--- src/rtl/core/queue_machine_instruction_executor_macros.svh ---
// Assertion macros for the queue machine executor
`ifndef QUEUE_MACHINE_INSTRUCTION_EXECUTOR_MACROS_SVH
`define QUEUE_MACHINE_INSTRUCTION_EXECUTOR_MACROS_SVH

// Check an implication on every rising clock edge outside reset
`define QMX_ASSERT_IMP(label, clk, rstn, ante, cons) \
    label: assert property (@(posedge clk) disable iff (!rstn) (ante) |-> (cons)) \
        else $error("assertion failed");

// Check an implication whose consequent is due in the next cycle
`define QMX_ASSERT_NEXT(label, clk, rstn, ante, cons) \
    label: assert property (@(posedge clk) disable iff (!rstn) (ante) |=> (cons)) \
        else $error("assertion failed");

`endif

--- src/rtl/core/qmx_pkg.sv ---
// ----------------------------------------------------------------------------
// qmx_pkg
// Shared types and codes for the queue machine executor.
// ----------------------------------------------------------------------------
`timescale 1ns / 1ps

package qmx_pkg;

    localparam int QueueDepth = 256;
    localparam int QAW        = $clog2(QueueDepth);
    localparam int RegCount   = 26;
    localparam int RAW        = 5;

    localparam logic [4:0] OP_PUSH   = 5'd0;
    localparam logic [4:0] OP_ADD    = 5'd1;
    localparam logic [4:0] OP_SUB    = 5'd2;
    localparam logic [4:0] OP_MUL    = 5'd3;
    localparam logic [4:0] OP_DIV    = 5'd4;
    localparam logic [4:0] OP_MOD    = 5'd5;
    localparam logic [4:0] OP_STORE  = 5'd6;
    localparam logic [4:0] OP_LOAD   = 5'd7;
    localparam logic [4:0] OP_PRINTQ = 5'd8;
    localparam logic [4:0] OP_PRINTR = 5'd9;
    localparam logic [4:0] OP_CHARQ  = 5'd10;
    localparam logic [4:0] OP_CHARR  = 5'd11;
    localparam logic [4:0] OP_JUMP   = 5'd12;
    localparam logic [4:0] OP_JZ     = 5'd13;
    localparam logic [4:0] OP_JEQ    = 5'd14;
    localparam logic [4:0] OP_JGT    = 5'd15;
    localparam logic [4:0] OP_QUIT   = 5'd16;

    localparam logic [1:0] FLT_NONE      = 2'd0;
    localparam logic [1:0] FLT_UNDERFLOW = 2'd1;
    localparam logic [1:0] FLT_OVERFLOW  = 2'd2;

    // instruction classes sorted out by the front end
    localparam logic [2:0] CLS_NOP    = 3'd0;
    localparam logic [2:0] CLS_PUSH   = 3'd1;
    localparam logic [2:0] CLS_ARITH  = 3'd2;
    localparam logic [2:0] CLS_POP1   = 3'd3;
    localparam logic [2:0] CLS_REGRD  = 3'd4;
    localparam logic [2:0] CLS_BRANCH = 3'd5;
    localparam logic [2:0] CLS_QUIT   = 3'd6;

    typedef struct packed {
        logic [2:0]  cls;
        logic [4:0]  op;
        logic [15:0] imm;
        logic [4:0]  r1;
        logic [4:0]  r2;
    } instr_t;

    typedef struct packed {
        logic        print_valid;
        logic        print_is_char;
        logic [15:0] print_value;
        logic        branch_taken;
        logic        halted;
        logic [1:0]  fault;
    } result_t;

endpackage

--- src/rtl/core/qmx_front.sv ---
// ----------------------------------------------------------------------------
// qmx_front
// Accept instructions, classify them and hold them in a two-entry queue.
// ----------------------------------------------------------------------------
`timescale 1ns / 1ps
`include "queue_machine_instruction_executor_macros.svh"

module qmx_front (
    input  logic              aclk,
    input  logic              aresetn,
    input  logic              in_valid,
    output logic              in_ready,
    input  logic [4:0]        in_op,
    input  logic [15:0]       in_imm,
    input  logic [4:0]        in_r1,
    input  logic [4:0]        in_r2,
    output logic              q_valid,
    input  logic              q_ready,
    output qmx_pkg::instr_t   q_instr
);

    qmx_pkg::instr_t slot_reg [2];
    logic            rd_ptr_reg, wr_ptr_reg;
    logic [1:0]      cnt_reg;
    logic [2:0]      cls;
    logic            push, pop;

    always_comb begin
        unique case (in_op)
            qmx_pkg::OP_PUSH, qmx_pkg::OP_LOAD: cls = qmx_pkg::CLS_PUSH;
            qmx_pkg::OP_ADD, qmx_pkg::OP_SUB, qmx_pkg::OP_MUL,
            qmx_pkg::OP_DIV, qmx_pkg::OP_MOD: cls = qmx_pkg::CLS_ARITH;
            qmx_pkg::OP_STORE, qmx_pkg::OP_PRINTQ,
            qmx_pkg::OP_CHARQ: cls = qmx_pkg::CLS_POP1;
            qmx_pkg::OP_PRINTR, qmx_pkg::OP_CHARR: cls = qmx_pkg::CLS_REGRD;
            qmx_pkg::OP_JUMP, qmx_pkg::OP_JZ, qmx_pkg::OP_JEQ,
            qmx_pkg::OP_JGT: cls = qmx_pkg::CLS_BRANCH;
            qmx_pkg::OP_QUIT: cls = qmx_pkg::CLS_QUIT;
            default: cls = qmx_pkg::CLS_NOP;
        endcase
    end

    assign in_ready = (cnt_reg != 2'd2);
    assign q_valid  = (cnt_reg != 2'd0);
    assign q_instr  = slot_reg[rd_ptr_reg];
    assign push     = in_valid && in_ready;
    assign pop      = q_valid && q_ready;

    always_ff @(posedge aclk) begin
        if (push) begin
            slot_reg[wr_ptr_reg] <= '{cls: cls, op: in_op, imm: in_imm,
                                      r1: in_r1, r2: in_r2};
        end
        if (!aresetn) begin
            rd_ptr_reg <= 1'b0;
            wr_ptr_reg <= 1'b0;
            cnt_reg    <= 2'd0;
        end else begin
            if (push) wr_ptr_reg <= ~wr_ptr_reg;
            if (pop)  rd_ptr_reg <= ~rd_ptr_reg;
            cnt_reg <= cnt_reg + {1'b0, push} - {1'b0, pop};
        end
    end

    `QMX_ASSERT_IMP(a_no_overfill, aclk, aresetn, 1'b1, cnt_reg <= 2'd2)
    `QMX_ASSERT_NEXT(a_push_counts, aclk, aresetn, push && !pop, cnt_reg != 2'd0)

endmodule

--- config.mk ---
export PLATFORM = sky130hd
export DESIGN_NAME = qmx_front
export DESIGN_NICKNAME = d
export VERILOG_FILES = /design/src/rtl/core/qmx_pkg.sv /design/src/rtl/core/qmx_front.sv
export VERILOG_INCLUDE_DIRS = /design/src /design/src/rtl/core
export SDC_FILE = /design/constraint.sdc
export NUM_CORES = 1
export LEC_CHECK = 0
export BUFFER_PORTS_ARGS = -buffer_cell sky130_fd_sc_hd__buf_2
export CAP_MARGIN = 5
export CORE_UTILIZATION = 40
export CTS_CLUSTER_DIAMETER = 60
export CTS_CLUSTER_SIZE = 16
export DETAILED_ROUTE_END_ITERATION = 6
export REMOVE_ABC_BUFFERS = 1
export SKIP_CTS_REPAIR_TIMING = 1
export SYNTH_ARGS = -nofsm -noshare
export SYNTH_HDL_FRONTEND = slang
export SYNTH_SLANG_ARGS = --single-unit
--- constraint.sdc ---
create_clock -name aclk -period 6 [get_ports aclk]
set_clock_uncertainty 0.15 [all_clocks]
set_input_delay 0.9 -clock aclk [delete_from_list [all_inputs] [get_ports aclk]]
set_output_delay 0.9 -clock aclk [all_outputs]
set_load 0.01 [all_outputs]
==> impl_metrics.env, run 1 <==
export IMPL_ios=71
export IMPL_layout_common_cells="buf_2, edfxtp_1, mux2_2, clkbuf_8"
export IMPL_drt_initial_drc_count=54
export IMPL_worst_pin_slew_ns=0.867
export IMPL_cp_max_fo=34
export IMPL_cts_buffer_depth=2
export IMPL_fp_dieW_um=85.7
export IMPL_syn_avg_cell_area_um2=18.9
export IMPL_cp_slowest_cell="dfxtp_2"
export IMPL_insertion_delay_ns=0.34
export IMPL_vdd_drop_max_mv=0.142
export IMPL_fillerInstances=588
export IMPL_max_cap_viol_count=0
export IMPL_viasPerCell=4.69
export IMPL_crit_required_ns=4.95
export IMPL_grt_use_met1_pct=16.0
export IMPL_ys_top_cells_by_area="edfxtp_1, mux2_2, dfxtp_1"
export IMPL_path_clk_slew_ns=0.07
export IMPL_synth_top_family_by_area="multiplexers"
export IMPL_critPathMaxStageDelay_ns=0.87
export IMPL_routedWlPerCell_um=14.5
export IMPL_global_route_peak_usage_layer="met2"
export IMPL_num_rows=30
export IMPL_power_density_nw_per_um2=383
export IMPL_critical_path_class="flip-flop to primary output"
export IMPL_crit_buf_inv=1
export IMPL_fin_crit_sh_pct=47.5
export IMPL_min_delay_path_class="flip-flop to flip-flop"
export IMPL_numCtsBuffers=9
export IMPL_synthesis_area_um2=2800
export IMPL_met2_usage_pct=23.6
export IMPL_core_area_um2=6790
export IMPL_fin_util_pct=50.8
export IMPL_antenna_found_initial=0
export IMPL_area_growth_syn_to_layout_pct=23.3
export IMPL_grt_total_usage_pct=14.1
export IMPL_p_leak_nw=1.29
export IMPL_synth_xor_area_share_pct=0.313
export IMPL_grt_pass1_wl_um=7420
export IMPL_fmax_mhz=351
export IMPL_path_cells="mux2_2 -> buf_2"
export IMPL_die_h_um=85.7
export IMPL_drc=0
export IMPL_cts_root_buf="clkbuf_8"
export IMPL_antenna_cells=0
export IMPL_reg2reg_slack_ns=4.01
export IMPL_finalHoldViolations=0
export IMPL_synth_fa_ha_area_share_pct=0.447
export IMPL_overflow=0
export IMPL_vias=1535
export IMPL_synth_top_area_share_pct=73.0
export IMPL_cts_max_level=3
export IMPL_relSlewSlack_pct=42.2
export IMPL_cp_arrival_ns=1.80
export IMPL_finalSetupViolCount=0
export IMPL_dp_hpwl_um=2980
export IMPL_routed_wl_um=4750
export IMPL_yosys_warnings=0
export IMPL_tns_ns=0
export IMPL_largest_register_ffs=68
export IMPL_startpoint_type="flip-flop"
export IMPL_ys_ff_latch=73
export IMPL_min_period_ns=2.85
export IMPL_synth_top_area_cell="edfxtp_1"
export IMPL_gp_congestion=0.719
export IMPL_portBuffers=70
export IMPL_rsz0062_at_grt="no"
export IMPL_drive_above_1_share_pct=51.9
export IMPL_dieArea_um2=7340
export IMPL_synthCells=148
export IMPL_seqCellArea_um2=2140
export IMPL_drtPass1Iterations=4
export IMPL_multi_input_area_um2=612
export IMPL_yosys_area_share_simple_pct=3.76
export IMPL_nNetsFinal=262
export IMPL_endpoint_kind="primary output"
export IMPL_tritoncts="built"
export IMPL_drv_slew=0
export IMPL_synth_compound_area_share_pct=3.26
export IMPL_grtUsageMet3_pct=3.75
export IMPL_layout_commonest_cell="buf_2"
export IMPL_cts_sinks=73
export IMPL_ant_nets=0
export IMPL_grt_max_degree=35
export IMPL_status="complete, no violations"
export IMPL_ys_seq_area_share_pct=76.5
export IMPL_critPathTopFamily="flip-flops"
export IMPL_initial_core_util_pct=41.2
export IMPL_synth_distinct_cells=31
export IMPL_grt_pass1_vias=1548
export IMPL_muxShareOfSynthArea_pct=14.0
==> final timing paths <==
path                                    end  depth (start not counted)                    start
hold reg to reg     wr_ptr_reg$_SDFFE_PN0P_                          2  wr_ptr_reg$_SDFFE_PN0P_
setup reg to reg  slot_reg[1][24]$_DFFE_PP_                          2    cnt_reg[0]$_SDFF_PN0_
setup / recovery                q_instr[32]                          2                flip-flop
hold / removal      wr_ptr_reg$_SDFFE_PN0P_                          2  wr_ptr_reg$_SDFFE_PN0P_
==> cell type report <==
type                            count  area share [%]
Timing Repair Buffer               71            10.4
Sequential cell                    73            62.1
Multi-Input combinational cell     69            17.7
Clock inverter                      6            2.39
Tap cell                           96            3.48
Clock buffer                       10            3.70
Inverter                            2           0.218
==> synthesized netlist by cell type, drive strengths merged <==
master,number
dfxtp,5
nor3b,1
a211o,1
a31oi,1
o31ai,1
and3,1
a211oi,1
a21oi,1
ha,1
xnor2,1
inv,2
or3,1
edfxtp,68
nand2,1
nor2b,1
nor2,4
buf,4
mux2,34
mux2i,1
nand3,3
or2,1
nand3b,1
and2,3
o21ai,4
nand2b,2
a32oi,1
a21boi,1
a21bo,2
==> cells by family (layout without fill, tap and decap cells) <==
logic type,after synthesis,after routing
flops,73,73
simple gates,19,19
xor+xnor,1,1
fa+ha+maj,1,1
mux,35,35
buf+inv,6,89
compound gates,13,13
==> metrics by stage <==
step	instance area, um2	setup WS [ns]	instances	hold slack, ns	power (mW)
after floorplan	2760	3.50	144	0.372	0.820
after CTS	3450	3.08	327	0.418	1.34
final	3450	3.15	327	0.414	1.32
after global routing	3450	3.03	327	0.460	1.38
after global placement	3240	3.47	311	0.391	0.924
after detailed placement	3240	3.46	311	0.407	0.929
==> tightest hold or removal path, cell delays in order, from the launching register on <==
cell and delay, ns:
dfxtp_1 0.33, nand3b_1 0.12, a21boi_1 0.06
==> routing by layer <==
metal,vias to the layer above,part of all wire [%]
met5,-,0
met4,0,2.7
met3,10,4.2
met2,43,49
met1,750,44
li1,732,-
==> report_power, final <==
group	switching, mW	total (mW)	internal [mW]
logic	0.117	0.247	0.130
clock network	0.178	0.410	0.232
registers	0.0437	0.664	0.621
total	0.339	1.32	0.983
Note: power is estimated with default switching activity, not from simulation.
==> inputs of run 2 (changes only) <==
- clock period: 6 -> 2.8 ns (I/O delays scaled with it)
==> run 2 against run 1 <==
Against the previous run: critical path depth grew 1; final area grew 0.43%; register-to-register slack lost 3.1 ns; highest routed layer unchanged; sequential power grew 110%; core utilization grew 0.22 points; final cell count grew 0.61%; count of clock-buffer cells in the layout shrank 1; first-iteration DRC count shrank 15%; largest power group unchanged; critical path type unchanged; sequential cell count is the same; critical endpoint is now q_instr[19].
==> impl_metrics.env, run 2 (synthesis results as in run 1) <==
export IMPL_relSlewSlack_pct=67.4
export IMPL_fillerInstances=593
export IMPL_power_density_nw_per_um2=792
export IMPL_p_leak_nw=1.30
export IMPL_drive_above_1_share_pct=51.9
export IMPL_vdd_drop_max_mv=0.365
export IMPL_antenna_cells=0
export IMPL_finalSetupViolCount=0
export IMPL_global_route_peak_usage_layer="met2"
export IMPL_cts_buffer_depth=2
export IMPL_num_rows=30
export IMPL_cts_sinks=73
export IMPL_crit_required_ns=2.23
export IMPL_layout_commonest_cell="buf_2"
export IMPL_min_period_ns=2.17
export IMPL_largest_register_ffs=68
export IMPL_tns_ns=0
export IMPL_drc=0
export IMPL_fmax_mhz=461
export IMPL_whs_ns=0.123
export IMPL_path_clk_slew_ns=0.07
export IMPL_viasPerCell=4.64
export IMPL_routed_wl_um=4660
export IMPL_layout_common_cells="buf_2, edfxtp_1, mux2_2, clkbuf_8"
export IMPL_met2_usage_pct=21.1
export IMPL_initial_core_util_pct=41.2
export IMPL_min_delay_path_class="input port to flip-flop"
export IMPL_gp_congestion=0.667
export IMPL_rsz0062_at_grt="no"
export IMPL_overflow=0
export IMPL_portBuffers=70
export IMPL_endpoint_kind="primary output"
export IMPL_antenna_found_initial=0
export IMPL_finalHoldViolations=0
export IMPL_dp_hpwl_um=2950
export IMPL_grt_max_degree=35
export IMPL_area_growth_syn_to_layout_pct=23.8
export IMPL_routedWlPerCell_um=14.2
export IMPL_cts_root_buf="clkbuf_8"
export IMPL_grt_pass1_vias=1524
export IMPL_startpoint_type="flip-flop"
export IMPL_critical_path_class="flip-flop to primary output"
export IMPL_status="complete, no violations"
export IMPL_insertion_delay_ns=0.33
export IMPL_fin_crit_sh_pct=77.5
export IMPL_nNetsFinal=264
export IMPL_core_area_um2=6790
export IMPL_dieArea_um2=7340
export IMPL_grt_pass1_wl_um=7270
export IMPL_grt_total_usage_pct=13.4
export IMPL_cp_arrival_ns=1.60
export IMPL_ant_nets=0
export IMPL_vias=1527
export IMPL_tritoncts="built"
export IMPL_drt_initial_drc_count=46
export IMPL_drtPass1Iterations=4
export IMPL_cts_max_level=3
export IMPL_ios=71
export IMPL_cp_max_fo=23
export IMPL_fp_dieW_um=85.7
export IMPL_max_cap_viol_count=0
export IMPL_grtUsageMet3_pct=3.27
export IMPL_grt_use_met1_pct=16.9
export IMPL_die_h_um=85.7
export IMPL_worst_pin_slew_ns=0.489
export IMPL_drv_slew=0
export IMPL_numCtsBuffers=9
==> run 2: cell count changes in the layout (fill, tap and decap cells not counted) <==
cell,delta
clkbuf_1,-1
clkinv_1,+2
clkinv_4,+1
buf_12,+2
bufinv_16,-1
clkinvlp_4,-1
==> run 2: metal layers <==
metal / part of all wire [%] / up-vias
met1: 46 / 739
met5: 0 / -
met4: 1.4 / 0
li1: - / 739
met3: 4.6 / 6
met2: 48 / 43
==> run 2: cell type report <==
type | instances | area, um2 | area share, %
clock inverter | 7 | 61.3 | 1.77
tap | 96 | 120 | 3.47
clock buffer | 9 | 124 | 3.57
multi-input combinational | 69 | 612 | 17.7
inverter | 2 | 7.51 | 0.217
timing repair buffer | 73 | 398 | 11.5
sequential | 73 | 2140 | 61.8
==> run 2: power by group <==
group,leakage [nW],total [mW],switching (mW),internal [mW]
Combinational,0.526,0.591,0.293,0.298
Clock,0.0978,0.766,0.364,0.402
Sequential,0.679,1.39,0.0579,1.33
Total,1.30,2.75,0.715,2.03
==> run 2: final timing paths <==
path         depth (start not counted)                   endpoint                    start  slack (ns)
max                                  3                q_instr[19]                flip-flop        0.63
min                                  1  slot_reg[0][17]$_DFFE_PP_                in_imm[7]        0.12
max reg2reg                          3  slot_reg[1][27]$_DFFE_PP_    cnt_reg[0]$_SDFF_PN0_        0.96
min reg2reg                          2    wr_ptr_reg$_SDFFE_PN0P_  wr_ptr_reg$_SDFFE_PN0P_        0.43
==> run 2: worst max-delay path: stages (launching register included) <==
cell and delay, ns:
dfxtp_2 0.54, buf_12 0.23, mux2_2 0.36, buf_2 0.14
==> run 2: per-stage QoR <==
step	power [mW]	setup WS [ns]	area [um2]	util, %	std cells
6_report	2.75	0.629	3470	51.0	329
5_1_grt	2.87	0.558	3470	51.0	329
4_1_cts	2.79	0.595	3470	51.0	329
2_1_floorplan	1.76	0.714	2760	-	144
3_3_place_gp	2.01	0.962	3280	48.3	313
3_5_place_dp	2.01	0.924	3280	48.3	313
==> inputs of run 3 (changes only) <==
- clock period: 2.8 -> 2 ns (I/O delays scaled with it)
==> run 3 against run 2 <==
Against the previous run: final area is 6.5% higher; combinational power grew 49%; core utilization rose by 3.3 points; non-clock buffer count grew 25; critical path depth unchanged; final cell count is 7.6% higher; setup slack worse by 0.54 ns; routed wire length up 0.47%; critical path type unchanged; largest power group unchanged.
==> impl_metrics.env, run 3 (synthesis results as in run 1) <==
export IMPL_cp_slowest_cell="mux2_2"
export IMPL_ant_nets=0
export IMPL_die_h_um=85.7
export IMPL_critical_path_class="flip-flop to primary output"
export IMPL_routed_wl_um=4680
export IMPL_crit_required_ns=1.55
export IMPL_internal_power_mw=2.75
export IMPL_whs_ns=0.0146
export IMPL_largest_register_ffs=68
export IMPL_startpoint_type="flip-flop"
export IMPL_overflow=0
export IMPL_reg2reg_slack_ns=0.44
export IMPL_viasPerCell=4.48
export IMPL_worst_slack_ns=0.0938
export IMPL_grt_total_usage_pct=13.4
export IMPL_fp_dieW_um=85.7
export IMPL_place_area_um2=3290
export IMPL_initial_core_util_pct=41.2
export IMPL_instances_no_fill=354
export IMPL_core_area_um2=6790
export IMPL_clkPwrFrac_pct=25.3
export IMPL_min_from="in_r1[4]"
export IMPL_nNetsFinal=289
export IMPL_routedWlPerCell_um=13.2
export IMPL_drive_above_1_share_pct=47.3
export IMPL_endpoint_kind="primary output"
export IMPL_drc=0
export IMPL_min_delay_path_class="input port to flip-flop"
export IMPL_layout_common_cells="buf_2, edfxtp_1, mux2_2, dlygate4sd3_1, clkbuf_8"
export IMPL_num_rows=30
export IMPL_vias=1586
export IMPL_drt_initial_drc_count=68
export IMPL_p_sw_share_pct=26.6
export IMPL_path_cells="buf_4 -> mux2_2 -> buf_2"
export IMPL_p_seq_share_pct=51.1
export IMPL_fmax_mhz=525
export IMPL_path_clk_slew_ns=0.07
export IMPL_insertion_delay_ns=0.32
export IMPL_layout_commonest_cell="buf_2"
export IMPL_cts_sinks=73
export IMPL_drv_slew=0
export IMPL_power_density_nw_per_um2=1020
export IMPL_tritoncts="built"
export IMPL_cts_max_level=3
export IMPL_grt_pass1_wl_um=7140
export IMPL_fin_crit_sh_pct=95.3
export IMPL_grt_pass1_vias=1519
export IMPL_drtPass1Iterations=4
export IMPL_relSlewSlack_pct=78.8
export IMPL_p_leak_nw=1.40
export IMPL_cp_max_fo=21
export IMPL_antenna_cells=0
export IMPL_area_growth_syn_to_layout_pct=31.9
export IMPL_worst_pin_slew_ns=0.315
export IMPL_pwr_share_comb_pct=23.5
export IMPL_r2r_start="cnt_reg[0]$_SDFF_PN0_"
export IMPL_max_cap_viol_count=0
export IMPL_gp_congestion=0.684
export IMPL_cp_arrival_ns=1.46
export IMPL_status="complete, no violations"
export IMPL_min_to="slot_reg[0][9]$_DFFE_PP_"
export IMPL_portBuffers=70
export IMPL_r2r_end="slot_reg[0][2]$_DFFE_PP_"
export IMPL_tns_ns=0
export IMPL_dieArea_um2=7340
export IMPL_ff2ff_path_depth=4
export IMPL_numCtsBuffers=9
export IMPL_p_switching_mw=0.998
export IMPL_rsz0062_at_grt="no"
export IMPL_critPathMaxStageDelay_ns=0.38
export IMPL_ios=71
export IMPL_min_period_ns=1.91
export IMPL_dp_hpwl_um=2900
export IMPL_dp_cells=314
export IMPL_vdd_drop_max_mv=0.395
export IMPL_fin_area_um2=3690
export IMPL_holdPathStages=1
export IMPL_finalSetupViolCount=0
export IMPL_grt_max_degree=35
export IMPL_place_worst_setup_slack_ns=0.421
export IMPL_antenna_found_initial=0
export IMPL_finalHoldViolations=0
export IMPL_cts_buffer_depth=2
export IMPL_cts_root_buf="clkbuf_8"
run 3: worst max path at each step:
stage                           from                        to  slack [ns]  depth (start not counted)
4_1_cts                    flip-flop               q_instr[31]        0.06                          3
3_3_place_gp               flip-flop               q_instr[29]        0.43                          3
2_1_floorplan  cnt_reg[0]$_SDFF_PN0_  slot_reg[1][0]$_DFFE_PP_       -0.09                          2
5_1_grt                    flip-flop               q_instr[27]     0.00006                          3
3_5_place_dp               flip-flop               q_instr[31]        0.42                          3
6_report                   flip-flop               q_instr[27]        0.09                          3
run 3: layout make-up:
class / instances / area, um2
Fill cell: 579 / 3100
Sequential cell: 73 / 2140
Timing Repair Buffer: 98 / 646
Multi-Input combinational cell: 69 / 612
Clock buffer: 10 / 128
Tap cell: 96 / 120
Clock inverter: 6 / 35.0
Inverter: 2 / 7.51
run 3: critical path, delay by kind of cell (launching register included):
| family | cells | cell delay [ns] |
|---|---|---|
| buffers and inverters | 2 | 0.43 |
| DFF | 1 | 0.32 |
| muxes | 1 | 0.38 |
run 3: routing by layer:
metal	track usage (%)	vias up	wire [um]
met5	0	-	0
met4	6.82	0	53
met3	4.33	6	225
met2	21.6	44	2260
met1	16.1	749	2140
li1	-	787	-
run 3: metrics by stage:
| step | util (%) | power (mW) |
|---|---|---|
| after floorplan | - | 2.46 |
| after global placement | 48.4 | 2.80 |
| after detailed placement | 48.4 | 2.81 |
| after CTS | 50.8 | 3.77 |
| after global routing | 54.3 | 3.96 |
| final | 54.3 | 3.75 |
run 3: power groups by stage:
| stage | sequential [mW] | clock (mW) | combinational [mW] |
|---|---|---|---|
| floorplan | 1.99 | 0 | 0.472 |
| global placement | 1.95 | 0 | 0.857 |
| detailed placement | 1.95 | 0 | 0.859 |
| CTS | 1.92 | 0.985 | 0.864 |
| global route | 1.93 | 1.06 | 0.964 |
| finish | 1.92 | 0.951 | 0.883 |
